### config.mk
export PLATFORM = sky130hd
export DESIGN_NAME = unix_time_to_calendar_date_unit
export DESIGN_NICKNAME = d
export VERILOG_FILES = /design/src/design/ucd_pkg.sv /design/src/design/ucd_time_split.sv /design/src/design/ucd_date_core.sv /design/src/design/ucd_day_count.sv /design/src/design/unix_time_to_calendar_date_unit.sv
export SDC_FILE = /design/constraint.sdc
export NUM_CORES = 2
export LEC_CHECK = 0
export ABC_CLOCK_PERIOD_IN_PS = 32800
export BUFFER_PORTS_ARGS = -buffer_cell sky130_fd_sc_hd__buf_4
export CAP_MARGIN = 10
export CORE_ASPECT_RATIO = 0.6
export CORE_MARGIN = 8
export CORE_UTILIZATION = 59
export DETAILED_ROUTE_END_ITERATION = 10
export HOLD_SLACK_MARGIN = 0.08
export PLACE_DENSITY = 0.75
export SYNTH_ARGS = -nofsm -noshare
export SYNTH_HDL_FRONTEND = slang
export SYNTH_HIERARCHICAL = 1
export SYNTH_SLANG_ARGS = --single-unit
### constraint.sdc
create_clock -name i_clk -period 32.8 [get_ports i_clk]
set_input_delay 6.56 -clock i_clk [delete_from_list [all_inputs] [get_ports i_clk]]
set_output_delay 6.56 -clock i_clk [all_outputs]
set_load 0.01 [all_outputs]
### src/design/ucd_pkg.sv
package ucd_pkg;

    // Field widths
    localparam int TS_W   = 32;
    localparam int DAYS_W = 16;
    localparam int JD_W   = 22;
    localparam int YR_W   = 13;
    localparam int DD_W   = 10;

    // Reciprocals for exact division by a constant: floor(x * M / 2**K) == x / d
    // for every x below 2**N, with K = N + clog2(d) and M = ceil(2**K / d).
    // t/60 = (t>>2)/15 on 30 bits
    localparam int              SEC_K = 34;
    localparam logic [30:0]     M_SEC = 31'(((64'd1 << SEC_K) + 64'd14) / 64'd15);
    // q1/60 = (q1>>2)/15 on 25 bits
    localparam int              MIN_K = 29;
    localparam logic [25:0]     M_MIN = 26'(((64'd1 << MIN_K) + 64'd14) / 64'd15);
    // q2/24 = (q2>>3)/3 on 18 bits
    localparam int              HR_K  = 20;
    localparam logic [18:0]     M_HR  = 19'(((64'd1 << HR_K) + 64'd2) / 64'd3);
    // (days+3)/7 on 17 bits
    localparam int              WK_K  = 20;
    localparam logic [17:0]     M_WK  = 18'(((64'd1 << WK_K) + 64'd6) / 64'd7);
    // (20b-2442)/7305 on 26 bits
    localparam int              YR_K  = 39;
    localparam logic [26:0]     M_YR  = 27'(((64'd1 << YR_K) + 64'd7304) / 64'd7305);

    // Julian-day constants
    localparam logic [18:0]     ERA_BIAS      = 19'd102032;
    localparam logic [18:0]     ERA_LIMIT2    = 19'd292194;  // two 400-year eras
    localparam logic [JD_W-1:0] EPOCH_JD      = 22'd2442113;
    localparam logic [25:0]     YR_BIAS       = 26'd2442;
    localparam logic [JD_W-1:0] DAYS_PER_YEAR = 22'd365;
    localparam logic [YR_W-1:0] YEAR_OFF_LO   = 13'd6616;    // 4716 + 1900
    localparam logic [YR_W-1:0] YEAR_OFF_HI   = 13'd6615;    // 4715 + 1900
    localparam logic [3:0]      MONTH_WRAP    = 4'd13;
    localparam logic [7:0]      YS_CENTURY    = 8'd200;      // 2100 is not leap

    // Smallest dd that reaches month index k+1: ceil(30.601 * (k+1))
    localparam logic [DD_W-1:0] MONTH_THRESH [15] = '{
        10'd31,  10'd62,  10'd92,  10'd123, 10'd154, 10'd184, 10'd215, 10'd245,
        10'd276, 10'd307, 10'd337, 10'd368, 10'd398, 10'd429, 10'd460
    };

    // Days before month index e: 30e + floor(0.601e)
    localparam logic [DD_W-1:0] MONTH_BASE [16] = '{
        10'd0,   10'd30,  10'd61,  10'd91,  10'd122, 10'd153, 10'd183, 10'd214,
        10'd244, 10'd275, 10'd306, 10'd336, 10'd367, 10'd397, 10'd428, 10'd459
    };

    // Cumulative days before each month, common year
    localparam logic [8:0] DAYS_BEFORE [12] = '{
        9'd0,   9'd31,  9'd59,  9'd90,  9'd120, 9'd151,
        9'd181, 9'd212, 9'd243, 9'd273, 9'd304, 9'd334
    };

    // Time-of-day fields plus the zero-timestamp flag
    typedef struct packed {
        logic       zero;
        logic [5:0] sec;
        logic [5:0] minute;
        logic [4:0] hr;
    } t_hms;

    typedef struct packed {
        logic              vld;
        t_hms              hms;
        logic [DAYS_W-1:0] days;
    } t_tod;

    typedef struct packed {
        logic       vld;
        t_hms       hms;
        logic [2:0] wday;
        logic [7:0] ys;
        logic [3:0] month;
        logic [4:0] dom;
    } t_date;

    typedef struct packed {
        logic       vld;
        logic       valid_res;
        logic [5:0] sec;
        logic [5:0] minute;
        logic [4:0] hr;
        logic [7:0] ys;
        logic [3:0] month;
        logic [4:0] dom;
        logic [2:0] wday;
        logic [8:0] doy;
    } t_cal;

    // Day-of-year base with the month clamped to 1..12
    function automatic logic [8:0] doy_base(input logic leap, input logic [3:0] month);
        logic [3:0] mi;
        mi = month;
        if (mi < 4'd1) begin
            mi = 4'd1;
        end
        if (mi > 4'd12) begin
            mi = 4'd12;
        end
        return DAYS_BEFORE[4'(mi - 4'd1)] + 9'((leap && (mi > 4'd2)) ? 1 : 0);
    endfunction

endpackage

### src/design/ucd_time_split.sv
module ucd_time_split import ucd_pkg::*; (
    input  logic            i_clk,
    input  logic            i_rst_n,
    input  logic            i_en,
    input  logic            i_vld,
    input  logic [TS_W-1:0] i_timestamp,
    output t_tod            o_tod
);

    logic [3:0]  r_vld;

    logic [60:0] w_p1;
    logic [50:0] w_p2;
    logic [36:0] w_p3;

    // stage 1: t / 60
    logic [5:0]      r1_ts;
    logic [26:0]     r1_q1;
    logic            r1_zero;

    // stage 2: seconds, q1 / 60
    logic [5:0]  r2_sec;
    logic [5:0]  r2_q1lo;
    logic [20:0] r2_q2;
    logic        r2_zero;

    // stage 3: minutes, q2 / 24
    logic [5:0]        r3_sec;
    logic [5:0]        r3_min;
    logic [4:0]        r3_q2lo;
    logic [DAYS_W-1:0] r3_q3;
    logic              r3_zero;

    // stage 4: hours, day count
    t_hms              r4_hms;
    logic [DAYS_W-1:0] r4_days;

    assign w_p1 = 61'(i_timestamp[TS_W-1:2]) * 61'(M_SEC);
    assign w_p2 = 51'(r1_q1[26:2]) * 51'(M_MIN);
    assign w_p3 = 37'(r2_q2[20:3]) * 37'(M_HR);

    // valid bits
    always_ff @(posedge i_clk) begin
        if (!i_rst_n) begin
            r_vld <= '0;
        end else if (i_en) begin
            r_vld <= {r_vld[2:0], i_vld};
        end
    end

    // payload
    always_ff @(posedge i_clk) begin
        if (i_en) begin
            r1_ts   <= i_timestamp[5:0];
            r1_q1   <= w_p1[60:34];
            r1_zero <= (i_timestamp == '0);

            // t - 60*q1 == t + 4*q1 (mod 64)
            r2_sec  <= r1_ts + {r1_q1[3:0], 2'b00};
            r2_q1lo <= r1_q1[5:0];
            r2_q2   <= w_p2[49:29];
            r2_zero <= r1_zero;

            r3_sec  <= r2_sec;
            r3_min  <= r2_q1lo + {r2_q2[3:0], 2'b00};
            r3_q2lo <= r2_q2[4:0];
            r3_q3   <= w_p3[35:20];
            r3_zero <= r2_zero;

            // q2 - 24*q3 == q2 + 8*q3 (mod 32)
            r4_hms.zero   <= r3_zero;
            r4_hms.sec    <= r3_sec;
            r4_hms.minute <= r3_min;
            r4_hms.hr     <= r3_q2lo + {r3_q3[1:0], 3'b000};
            r4_days       <= r3_q3;
        end
    end

    always_comb begin
        o_tod.vld  = r_vld[3];
        o_tod.hms  = r4_hms;
        o_tod.days = r4_days;
    end

    a_tod_range: assert property (@(posedge i_clk) disable iff (!i_rst_n)
        r_vld[3] |-> (r4_hms.sec < 6'd60) && (r4_hms.minute < 6'd60) && (r4_hms.hr < 5'd24))
        else $error("time-of-day split out of range");

endmodule

### src/design/ucd_date_core.sv
module ucd_date_core import ucd_pkg::*; (
    input  logic  i_clk,
    input  logic  i_rst_n,
    input  logic  i_en,
    input  t_tod  i_tod,
    output t_date o_date
);

    logic [4:0] r_vld;

    // stage 1 comb: era adjust, day number, weekday quotient
    logic [18:0]     w_era;
    logic [4:0]      w_adj;
    logic [JD_W-1:0] w_b;
    logic [16:0]     w_w;
    logic [34:0]     w_pw;

    // stage 2 comb: year estimate
    logic [25:0] w_n;
    logic [52:0] w_pc;

    // stage 3/4 comb
    logic [DD_W-1:0] w_dd;
    logic [3:0]      n_e;

    t_hms            r1_hms;
    logic [JD_W-1:0] r1_b;
    logic [2:0]      r1_w3;
    logic [2:0]      r1_wq3;

    t_hms            r2_hms;
    logic [JD_W-1:0] r2_b;
    logic [YR_W-1:0] r2_c;
    logic [2:0]      r2_wday;

    t_hms            r3_hms;
    logic [DD_W-1:0] r3_dd;
    logic [YR_W-1:0] r3_c;
    logic [2:0]      r3_wday;

    t_hms            r4_hms;
    logic [DD_W-1:0] r4_dd;
    logic [YR_W-1:0] r4_c;
    logic [3:0]      r4_e;
    logic [2:0]      r4_wday;

    t_hms       r5_hms;
    logic [2:0] r5_wday;
    logic [7:0] r5_ys;
    logic [3:0] r5_month;
    logic [4:0] r5_dom;

    assign w_era = 19'({i_tod.days, 2'b00}) + ERA_BIAS;
    assign w_adj = (w_era >= ERA_LIMIT2) ? 5'd13 : 5'd12;
    assign w_b   = 22'(i_tod.days) + EPOCH_JD + 22'(w_adj);
    assign w_w   = 17'(i_tod.days) + 17'd3;
    assign w_pw  = 35'(w_w) * 35'(M_WK);

    assign w_n  = 26'({r1_b, 4'b0000}) + 26'({r1_b, 2'b00}) - YR_BIAS;
    assign w_pc = 53'(w_n) * 53'(M_YR);

    assign w_dd = DD_W'(r2_b - 22'(r2_c) * DAYS_PER_YEAR - 22'(r2_c[YR_W-1:2]));

    // month index: count of thresholds reached
    always_comb begin
        n_e = '0;
        for (int k = 0; k < 15; k++) begin
            n_e = n_e + 4'(r3_dd >= MONTH_THRESH[k]);
        end
    end

    // valid bits
    always_ff @(posedge i_clk) begin
        if (!i_rst_n) begin
            r_vld <= '0;
        end else if (i_en) begin
            r_vld <= {r_vld[3:0], i_tod.vld};
        end
    end

    // payload
    always_ff @(posedge i_clk) begin
        if (i_en) begin
            r1_hms <= i_tod.hms;
            r1_b   <= w_b;
            r1_w3  <= w_w[2:0];
            r1_wq3 <= w_pw[22:20];

            // w - 7*wq == w + wq (mod 8), then Monday-based 1..7
            r2_hms  <= r1_hms;
            r2_b    <= r1_b;
            r2_c    <= w_pc[51:39];
            r2_wday <= 3'(r1_w3 + r1_wq3) + 3'd1;

            r3_hms  <= r2_hms;
            r3_dd   <= w_dd;
            r3_c    <= r2_c;
            r3_wday <= r2_wday;

            r4_hms  <= r3_hms;
            r4_dd   <= r3_dd;
            r4_c    <= r3_c;
            r4_e    <= n_e;
            r4_wday <= r3_wday;

            // January and February belong to the following year
            r5_hms  <= r4_hms;
            r5_wday <= r4_wday;
            r5_dom  <= 5'(r4_dd - MONTH_BASE[r4_e]);
            if (r4_e <= MONTH_WRAP) begin
                r5_month <= r4_e - 4'd1;
                r5_ys    <= 8'(r4_c - YEAR_OFF_LO);
            end else begin
                r5_month <= r4_e - MONTH_WRAP;
                r5_ys    <= 8'(r4_c - YEAR_OFF_HI);
            end
        end
    end

    always_comb begin
        o_date.vld   = r_vld[4];
        o_date.hms   = r5_hms;
        o_date.wday  = r5_wday;
        o_date.ys    = r5_ys;
        o_date.month = r5_month;
        o_date.dom   = r5_dom;
    end

    a_month_index: assert property (@(posedge i_clk) disable iff (!i_rst_n)
        (r_vld[3] && !r4_hms.zero) |-> (r4_e >= 4'd4) && (r4_e <= 4'd15))
        else $error("month index outside March..February");

endmodule

### src/design/ucd_day_count.sv
module ucd_day_count import ucd_pkg::*; (
    input  logic  i_clk,
    input  logic  i_rst_n,
    input  logic  i_en,
    input  t_date i_date,
    output t_cal  o_cal
);

    logic       w_leap;
    logic [8:0] w_doy;
    t_cal       r_cal;

    // year offset from 1900 keeps the mod-4 test; only 2100 is a skipped century
    assign w_leap = (i_date.ys[1:0] == 2'b00) && (i_date.ys != YS_CENTURY);
    assign w_doy  = doy_base(w_leap, i_date.month) + 9'(i_date.dom);

    // output register, zero timestamp clears every field but vld
    always_ff @(posedge i_clk) begin
        if (!i_rst_n) begin
            r_cal.vld <= 1'b0;
        end else if (i_en) begin
            r_cal.vld <= i_date.vld;
            if (i_date.hms.zero) begin
                r_cal.valid_res <= 1'b0;
                r_cal.sec       <= '0;
                r_cal.minute    <= '0;
                r_cal.hr        <= '0;
                r_cal.ys        <= '0;
                r_cal.month     <= '0;
                r_cal.dom       <= '0;
                r_cal.wday      <= '0;
                r_cal.doy       <= '0;
            end else begin
                r_cal.valid_res <= 1'b1;
                r_cal.sec       <= i_date.hms.sec;
                r_cal.minute    <= i_date.hms.minute;
                r_cal.hr        <= i_date.hms.hr;
                r_cal.ys        <= i_date.ys;
                r_cal.month     <= i_date.month;
                r_cal.dom       <= i_date.dom;
                r_cal.wday      <= i_date.wday;
                r_cal.doy       <= w_doy;
            end
        end
    end

    assign o_cal = r_cal;

    a_date_range: assert property (@(posedge i_clk) disable iff (!i_rst_n)
        (r_cal.vld && r_cal.valid_res) |->
            (r_cal.month >= 4'd1) && (r_cal.month <= 4'd12) &&
            (r_cal.dom >= 5'd1) && (r_cal.wday >= 3'd1) &&
            (r_cal.doy >= 9'd1) && (r_cal.doy <= 9'd366))
        else $error("converted date out of range");

    a_zero_beat: assert property (@(posedge i_clk) disable iff (!i_rst_n)
        (r_cal.vld && !r_cal.valid_res) |->
            (r_cal.month == 4'd0) && (r_cal.doy == 9'd0) && (r_cal.wday == 3'd0))
        else $error("zero timestamp beat carries data");

    a_doy_order: assert property (@(posedge i_clk) disable iff (!i_rst_n)
        (r_cal.vld && r_cal.valid_res && (r_cal.month == 4'd1)) |->
            (r_cal.doy == 9'(r_cal.dom)))
        else $error("January day of year differs from day of month");

endmodule

### src/design/unix_time_to_calendar_date_unit.sv
// Converts an unsigned 32-bit Unix timestamp (seconds since 1970-01-01 UTC)
// into the broken-down UTC date: second, minute, hour, year minus 1900, month
// 1..12, day of month, weekday (1 Monday .. 7 Sunday) and day of year. A
// timestamp of zero comes out with valid_res low and every other field zero.
// The unit is a 10-stage pipeline: four stages split off seconds, minutes and
// hours by reciprocal multiplication, five stages run the Julian-day date
// arithmetic, and one stage adds the day-of-year lookup into the output
// register. One beat enters per cycle while the pipeline is not stalled. A
// stall on the output holds the whole pipeline, and o_stall is high exactly
// when a finished result waits and i_stall is high.
module unix_time_to_calendar_date_unit import ucd_pkg::*; (
    input  logic            i_clk,
    input  logic            i_rst_n,
    input  logic            i_valid,
    output logic            o_stall,
    input  logic [TS_W-1:0] i_timestamp,
    output logic            o_valid,
    input  logic            i_stall,
    output logic            o_valid_res,
    output logic [5:0]      o_second,
    output logic [5:0]      o_minute,
    output logic [4:0]      o_hour,
    output logic [7:0]      o_year_since_1900,
    output logic [3:0]      o_month,
    output logic [4:0]      o_day_of_month,
    output logic [2:0]      o_weekday,
    output logic [8:0]      o_day_of_year
);

    logic  w_en;
    t_tod  w_tod;
    t_date w_date;
    t_cal  w_cal;

    // pipeline advances unless a finished beat is held
    assign o_stall = w_cal.vld & i_stall;
    assign w_en    = ~o_stall;

    ucd_time_split u_time_split (
        .i_clk       (i_clk),
        .i_rst_n     (i_rst_n),
        .i_en        (w_en),
        .i_vld       (i_valid),
        .i_timestamp (i_timestamp),
        .o_tod       (w_tod)
    );

    ucd_date_core u_date_core (
        .i_clk   (i_clk),
        .i_rst_n (i_rst_n),
        .i_en    (w_en),
        .i_tod   (w_tod),
        .o_date  (w_date)
    );

    ucd_day_count u_day_count (
        .i_clk   (i_clk),
        .i_rst_n (i_rst_n),
        .i_en    (w_en),
        .i_date  (w_date),
        .o_cal   (w_cal)
    );

    assign o_valid           = w_cal.vld;
    assign o_valid_res       = w_cal.valid_res;
    assign o_second          = w_cal.sec;
    assign o_minute          = w_cal.minute;
    assign o_hour            = w_cal.hr;
    assign o_year_since_1900 = w_cal.ys;
    assign o_month           = w_cal.month;
    assign o_day_of_month    = w_cal.dom;
    assign o_weekday         = w_cal.wday;
    assign o_day_of_year     = w_cal.doy;

endmodule

### Yosys cells after proc, flatten, opt, wreduce, memory -nomap -nowiden

Memories as Yosys holds them, arrays and structs flattened.
Index checks and enable logic that the tools add are counted.
Widths: inputs -> output; s select.

| operators by class | value |
|---|---|
| multiply operators | 6 |
| order comparisons | 22 |
| reduce and logical (&&, ||, !) cells | 5 |
| add/sub/neg operators | 35 |
| eq/ne operators | 1 |
| bitwise gates (word level) | 4 |
| muxes and demuxes | 11 |

Operators with widths:

| operator | number |
|---|---|
| $ge 10x9->1 const B | 7 |
| $mul 30x31->61 const B | 1 |
| $add 4x1->4 | 13 |
| $mul 26x26->51 const B | 1 |
| $mul 25x26->50 const B | 1 |
| $mux 47 | 1 |
| $ge 10x8->1 const B | 4 |
| $mul 18x18->35 const B | 1 |
| $logic_not 32->1 | 1 |
| $add 26x24->26 | 1 |
| $sub 26x12->26 const B | 1 |
| $mul 17x18->23 const B | 1 |
| $add 16x22->22 const B | 1 |
| $add 22x5->22 | 1 |
| $ge 10x7->1 const B | 2 |
| $sub 10x10->10 | 2 |
| $add 18x17->19 const B | 1 |
| $ge 19x19->1 const B | 1 |
| $mux 9 | 2 |
| $add 16x2->17 const B | 1 |
| $sub 8x8->8 const B | 2 |
| $mul 13x9->10 const B | 1 |
| $add 6x6->6 | 2 |
| $mux 4 | 3 |
| other kinds (26) | 32 |

| storage, ports and cells | value |
|---|---|
| register bits after elaboration | 398 |
| bits of input ports | 36 |
| memories | 2 |
| word-level logic and storage cells | 152 |
| ROM bits | 304 |

Memory list:

| name | depth | bits a word | read ports | clocked after memory_dff | write ports | RTL line | text |
|---|---|---|---|---|---|---|---|
| (name not given) | 16 | 10 | 1 | 0 | 0 | ucd_date_core.sv:109 | `r5_dom <= 5'(r4_dd - MONTH_BASE[r4_e]);` |
| (name not given) | 16 | 9 | 1 | 0 | 0 | ucd_pkg.sv:103 | `return DAYS_BEFORE[4'(mi - 4'd1)] + 9'((leap && (mi > 4'd2)) ? 1 : 0);` |

### Longest topological paths before layout

| logic depth | value |
|---|---|
| word-level depth | 15 |
| depth in mapped cells | 37 |

### Modules after synthesis

Netlist, hierarchy kept.

By module, submodules not included:

| module | area each (um^2) | times used | seq. area each (um^2) | cells each |
|---|---|---|---|---|
| ucd_time_split | 24698.7 | 1 | 4164.0 | 2305 |
| ucd_date_core | 24557.3 | 1 | 6105.9 | 2218 |
| ucd_day_count | 2423.6 | 1 | 1431.4 | 192 |
| unix_time_to_calendar_date_unit | 10.0 | 1 | 0.0 | 2 |

### Least setup slack after synthesis

Ideal clock, no wire load.

| path | value |
|---|---|
| path type | input to register |
| start point | input port i_stall |
| end point | register u_day_count.r_cal (netlist bit u_day_count/o_cal[0]), enable pin |
| required time | 32.391 ns |
| stages on the path | 2 |
| data arrival time | 15.433 ns |
| setup time | 0.409 ns |
| setup slack | 16.958 ns |
| cell sequence | nand2_1 > and2_1 |

| between the ends | value |
|---|---|
| longest elaborated chain between the ends | 3 |

Ends and longest elaborated chain:

| what | RTL line | text |
|---|---|---|
| from (decl) | unix_time_to_calendar_date_unit.sv:18 | `input logic i_stall,` |
| $and 1x1->1 | unix_time_to_calendar_date_unit.sv:36 | `assign o_stall = w_cal.vld & i_stall;` |
| $not 1->1 (no source line) | -- |  |
| $reduce_and 2->1 (no source line) | -- |  |
| to (decl) | ucd_day_count.sv:11 | `t_cal r_cal;` |

Every way passes these cells.
A chain may end at the register's enable or synchronous reset.

### Final worst setup path

| path | value |
|---|---|
| start point | input port i_stall |
| end point | output port o_stall |

| between the ends | value |
|---|---|
| longest elaborated chain between the ends | 1 |

Ends and longest elaborated chain:

| what | RTL line | text |
|---|---|---|
| $and 1x1->1 | unix_time_to_calendar_date_unit.sv:36 |  |
| to (decl) | unix_time_to_calendar_date_unit.sv:15 | `output logic o_stall,` |

Every way passes these cells.

==> results.md <==
- Synthesis produced a netlist with a net count of 6486.
- The buffers inserted during post-CTS setup optimization is 0.
- In the layout the commonest cells are sky130_fd_sc_hd__inv_1 (1284), sky130_fd_sc_hd__ha_1 (1058), sky130_fd_sc_hd__fa_1 (675).
- Across the run, the number of max-cap violations was 0.
- Setup repair after global routing left no endpoint under its margin.
- 0 antenna diodes ended up in the layout.
- The remaining routing DRC violations is 0.
- Timing would allow up to 74.0 MHz.
- The total of cells resized after clock tree synthesis is 0.
- Leaving out fill and tap cells, the most frequent cell in the layout is sky130_fd_sc_hd__inv_1.
- The initial utilization of the core area, before any placement, comes to 0.593.
- The number of nets at the end of the flow is 6593.
- The proportion of synthesized flip-flops having asynchronous set or reset is 0.
- The final design instance area without fill is 55100 um^2.
- The number of max-slew violations in the final report came to 0.
- The antenna violation net count after detailed routing is 0.
- The detailed router placed 32845 vias in this run.
- Dividing the synthesized area by the synthesized cell count gives 11.0 um^2.
- Clock skew on the completed layout was measured at 0.0327 ns.
- The number of clock buffers added by TritonCTS is 40.
- The die covers slightly below 100000 um^2.
- The clock sink total is 393.
- The H-tree generated during clock tree synthesis spans 2 levels.
- The detailed router put a total of 55800 um of wire on met1.
- The worst setup path is captured at an output port.
- The actual transition at the worst max-transition pin is 1.41 ns.
- The share of the synthesized area in the top cell type is 0.261.
- The shortest clock period the worst path allows after layout is around 14 ns.
- The last weighted congestion value of the routability-driven placer is 0.951.
- The number of antenna violations at the first check in global routing came to 0.
- The largest total area in the synthesized netlist belongs to sky130_fd_sc_hd__fa_1.
- Synthesis handed over a netlist of between 4000 and 5000 instances.
- The met3 layer wire length in the routed design is 12000 um.
- The post-layout worst setup margin is 19.29 ns.
- By startpoint and endpoint, the worst setup path is classified as input pin to output port.
- Relative to the synthesized area, the layout overhead comes to 6.54%.
- The share of the clock period used by the worst path after layout is 0.412.
- After synthesis the cells add up to 51700 um^2.
- The die extent in x is 398 um.
- The most used flip-flop cell after synthesis is sky130_fd_sc_hd__edfxtp_1.
- For this block, the initial DRC count from the detailed router was around 2400.
- The first-pass iteration count of the detailed router is 6.
- The kind of path behind the tightest hold check is flop to flop.
- TritonCTS built the clock tree.
- The amount of wire on met2 after detailed routing is 42500 um.
- The detailed placer's ending HPWL is 96500 um.
- Once placement finished, the instance area stood at around 54000 um^2.
- STA classifies the critical path startpoint as an input pin.
- The final hold slack is roughly 0.39 ns.
- At the worst endpoint, the required time is 26.24 ns.
- The flow ran to the end, and the final reports show no timing, DRC or antenna violations.
- The count of unique library cells instantiated by Yosys is 95.
- For this run, the register share of the synthesized area comes to 0.226.
- The hold violation count in the final report is 0.
- The number of setup violations in the final report is 0.
- Data arrives at the worst endpoint at slightly below 7 ns.
- The yosys synthesis warning count is 6.
- The first global-routing pass estimated 182000 um of wire.
- The core region area is around 87000 um^2.
- Before CTS, the worst setup slack after placement is 19.30 ns.
- The floorplan has 84 rows.
- The clock transition at the register clock pins on the worst setup and hold paths after CTS is 0.06 ns.
- Dividing the detail-routed wire length by the instance count gives 18.6 um.
- The number of hold buffers added after cts is 0.
- After global routing the overflow that remains totals 0.
- The buffer cell driving the clock tree root is sky130_fd_sc_hd__clkbuf_16.
- The max-slew headroom at the worst pin is 0.0516.
- The number of global-route vias before repair was approximately 34000.
- For the final routed database, the setup TNS stands at 0 ns.
- In the final layout, the share of cells above drive strength 1 is 0.0455.
- No sink is reached through more buffers than the 3 on the longest clock path.
- In this run the worst path has a maximum fanout of 2.
- The post-synthesis sequential element count is approximately 390.
- The highest metal layer with signal wires is met5.
- The number of flops mapped to enable cells by yosys is 383.
- The global routing usage summed across all routing layers is 0.234.
- In this run the tool buffered the top-level ports with 84 buffer cells.
- The via count normalized by instance count is roughly 5.5.
- The largest net degree at the start of global routing is 174.
- The routed design has 112000 um of wire.
- In this run the vertical extent of the chip is 245 um.
- The clock latency on the worst-skew pair is between 0.5 and 0.6 ns.
- During I/O placement, the number of pins put on the boundary was 85.
- The fill cell instance count of the final layout is around 6800.
- Yosys attributes the largest share of cell area to sky130_fd_sc_hd__fa_1 (26%), sky130_fd_sc_hd__ha_1 (26%), sky130_fd_sc_hd__edfxtp_1 (22%).
==> cells by family (layout without fill, tap and decap cells) <==
group	count (synthesis)	in the layout	share of synthesized area
buffers and inverters	1325	1463	0.0970
adders and majority gates	1733	1733	0.518
DFF	393	393	0.226
and+or+nand+nor	488	488	0.0495
muxes	20	20	0.00453
xor gates and xnor gates	200	200	0.0339
AOI/OAI and AO/OA	558	558	0.0712
==> registers in the layout, indices dropped and copies added (netlist names), 6 cells and up <==
register              count
u_date_core/r2_c         12
u_date_core/o_date       18
u_date_core/r4_hms       18
u_time_split/r3_min       6
u_time_split/r4_days     16
u_date_core/r4_c          8
u_time_split/r1_q1       27
u_date_core/r3_c          8
u_date_core/r3_hms       18
u_day_count/o_cal        48
u_date_core/r2_hms       18
u_time_split/r2_sec       6
u_time_split/o_tod       18
u_date_core/r3_dd        10
u_date_core/r2_b         10
u_date_core/r1_b         18
u_time_split/r3_q3       16
u_time_split/r1_ts        6
u_date_core/r1_hms       18
u_time_split/r2_q1lo      6
u_time_split/r2_q2       21
u_date_core/r5_ys         8
u_time_split/r3_sec       6
==> worst max-delay path, cell delays in order <==
cell	delay, ns
sky130_fd_sc_hd__buf_4	0.12
sky130_fd_sc_hd__and2_1	0.13
sky130_fd_sc_hd__buf_4	0.14
==> metrics by stage <==
step            util  std cells
2_1_floorplan      -       4717
3_3_place_gp   0.617       5942
3_5_place_dp   0.617       5943
4_1_cts        0.631       6016
5_1_grt        0.631       6016
6_report       0.631       6016
==> worst paths after layout <==
check	start	to	slack [ns]	depth (start not counted)
setup / recovery	i_stall	o_stall	19.29	3
hold reg to reg	u_date_core/r3_hms[6]$_DFFE_PP_	u_date_core/r4_hms[6]$_DFFE_PP_	0.39	0
hold / removal	u_date_core/r3_hms[6]$_DFFE_PP_	u_date_core/r4_hms[6]$_DFFE_PP_	0.39	0
setup reg to reg	u_date_core/r1_b[0]$_DFFE_PP_	u_date_core/r2_c[8]$_DFFE_PP_	22.02	34
==> metal layers <==
layer / GRT usage / vias to the layer above
met1: 0.365 / 16026
met5: 0.00942 / -
li1: - / 15651
met4: 0.0359 / 2
met2: 0.315 / 1060
met3: 0.0824 / 106
==> Yosys cell counts, types with 15 or more instances <==
cell / count
sky130_fd_sc_hd__a211oi_1: 18
sky130_fd_sc_hd__a21o_1: 80
sky130_fd_sc_hd__a21oi_1: 167
sky130_fd_sc_hd__a31oi_1: 25
sky130_fd_sc_hd__and3_1: 16
sky130_fd_sc_hd__clkbuf_1: 27
sky130_fd_sc_hd__edfxtp_1: 383
sky130_fd_sc_hd__fa_1: 675
sky130_fd_sc_hd__ha_1: 1058
sky130_fd_sc_hd__inv_1: 1284
sky130_fd_sc_hd__nand2_1: 114
sky130_fd_sc_hd__nand2b_1: 17
sky130_fd_sc_hd__nand3_1: 37
sky130_fd_sc_hd__nand4_1: 31
sky130_fd_sc_hd__nor2_1: 88
sky130_fd_sc_hd__nor2b_1: 72
sky130_fd_sc_hd__nor3_1: 28
sky130_fd_sc_hd__nor4_1: 19
sky130_fd_sc_hd__o21ai_0: 90
sky130_fd_sc_hd__o21ai_1: 21
sky130_fd_sc_hd__o21bai_1: 15
sky130_fd_sc_hd__xnor2_1: 141
sky130_fd_sc_hd__xor2_1: 59
==> area by class of cell <==
cell class	instances	area [um^2]	share of cell area
Multi-Input combinational cell	2999	35000	0.636
Timing Repair Buffer	106	806	0.0146
Clock inverter	28	259	0.00470
Sequential cell	393	11700	0.212
Clock buffer	45	1020	0.0185
Tap cell	1161	1450	0.0264
Inverter	1284	4820	0.0875
Power is left out: the tool's default activity adds up to more than one toggle a clock period on the data nets, which glitch-free logic cannot reach.
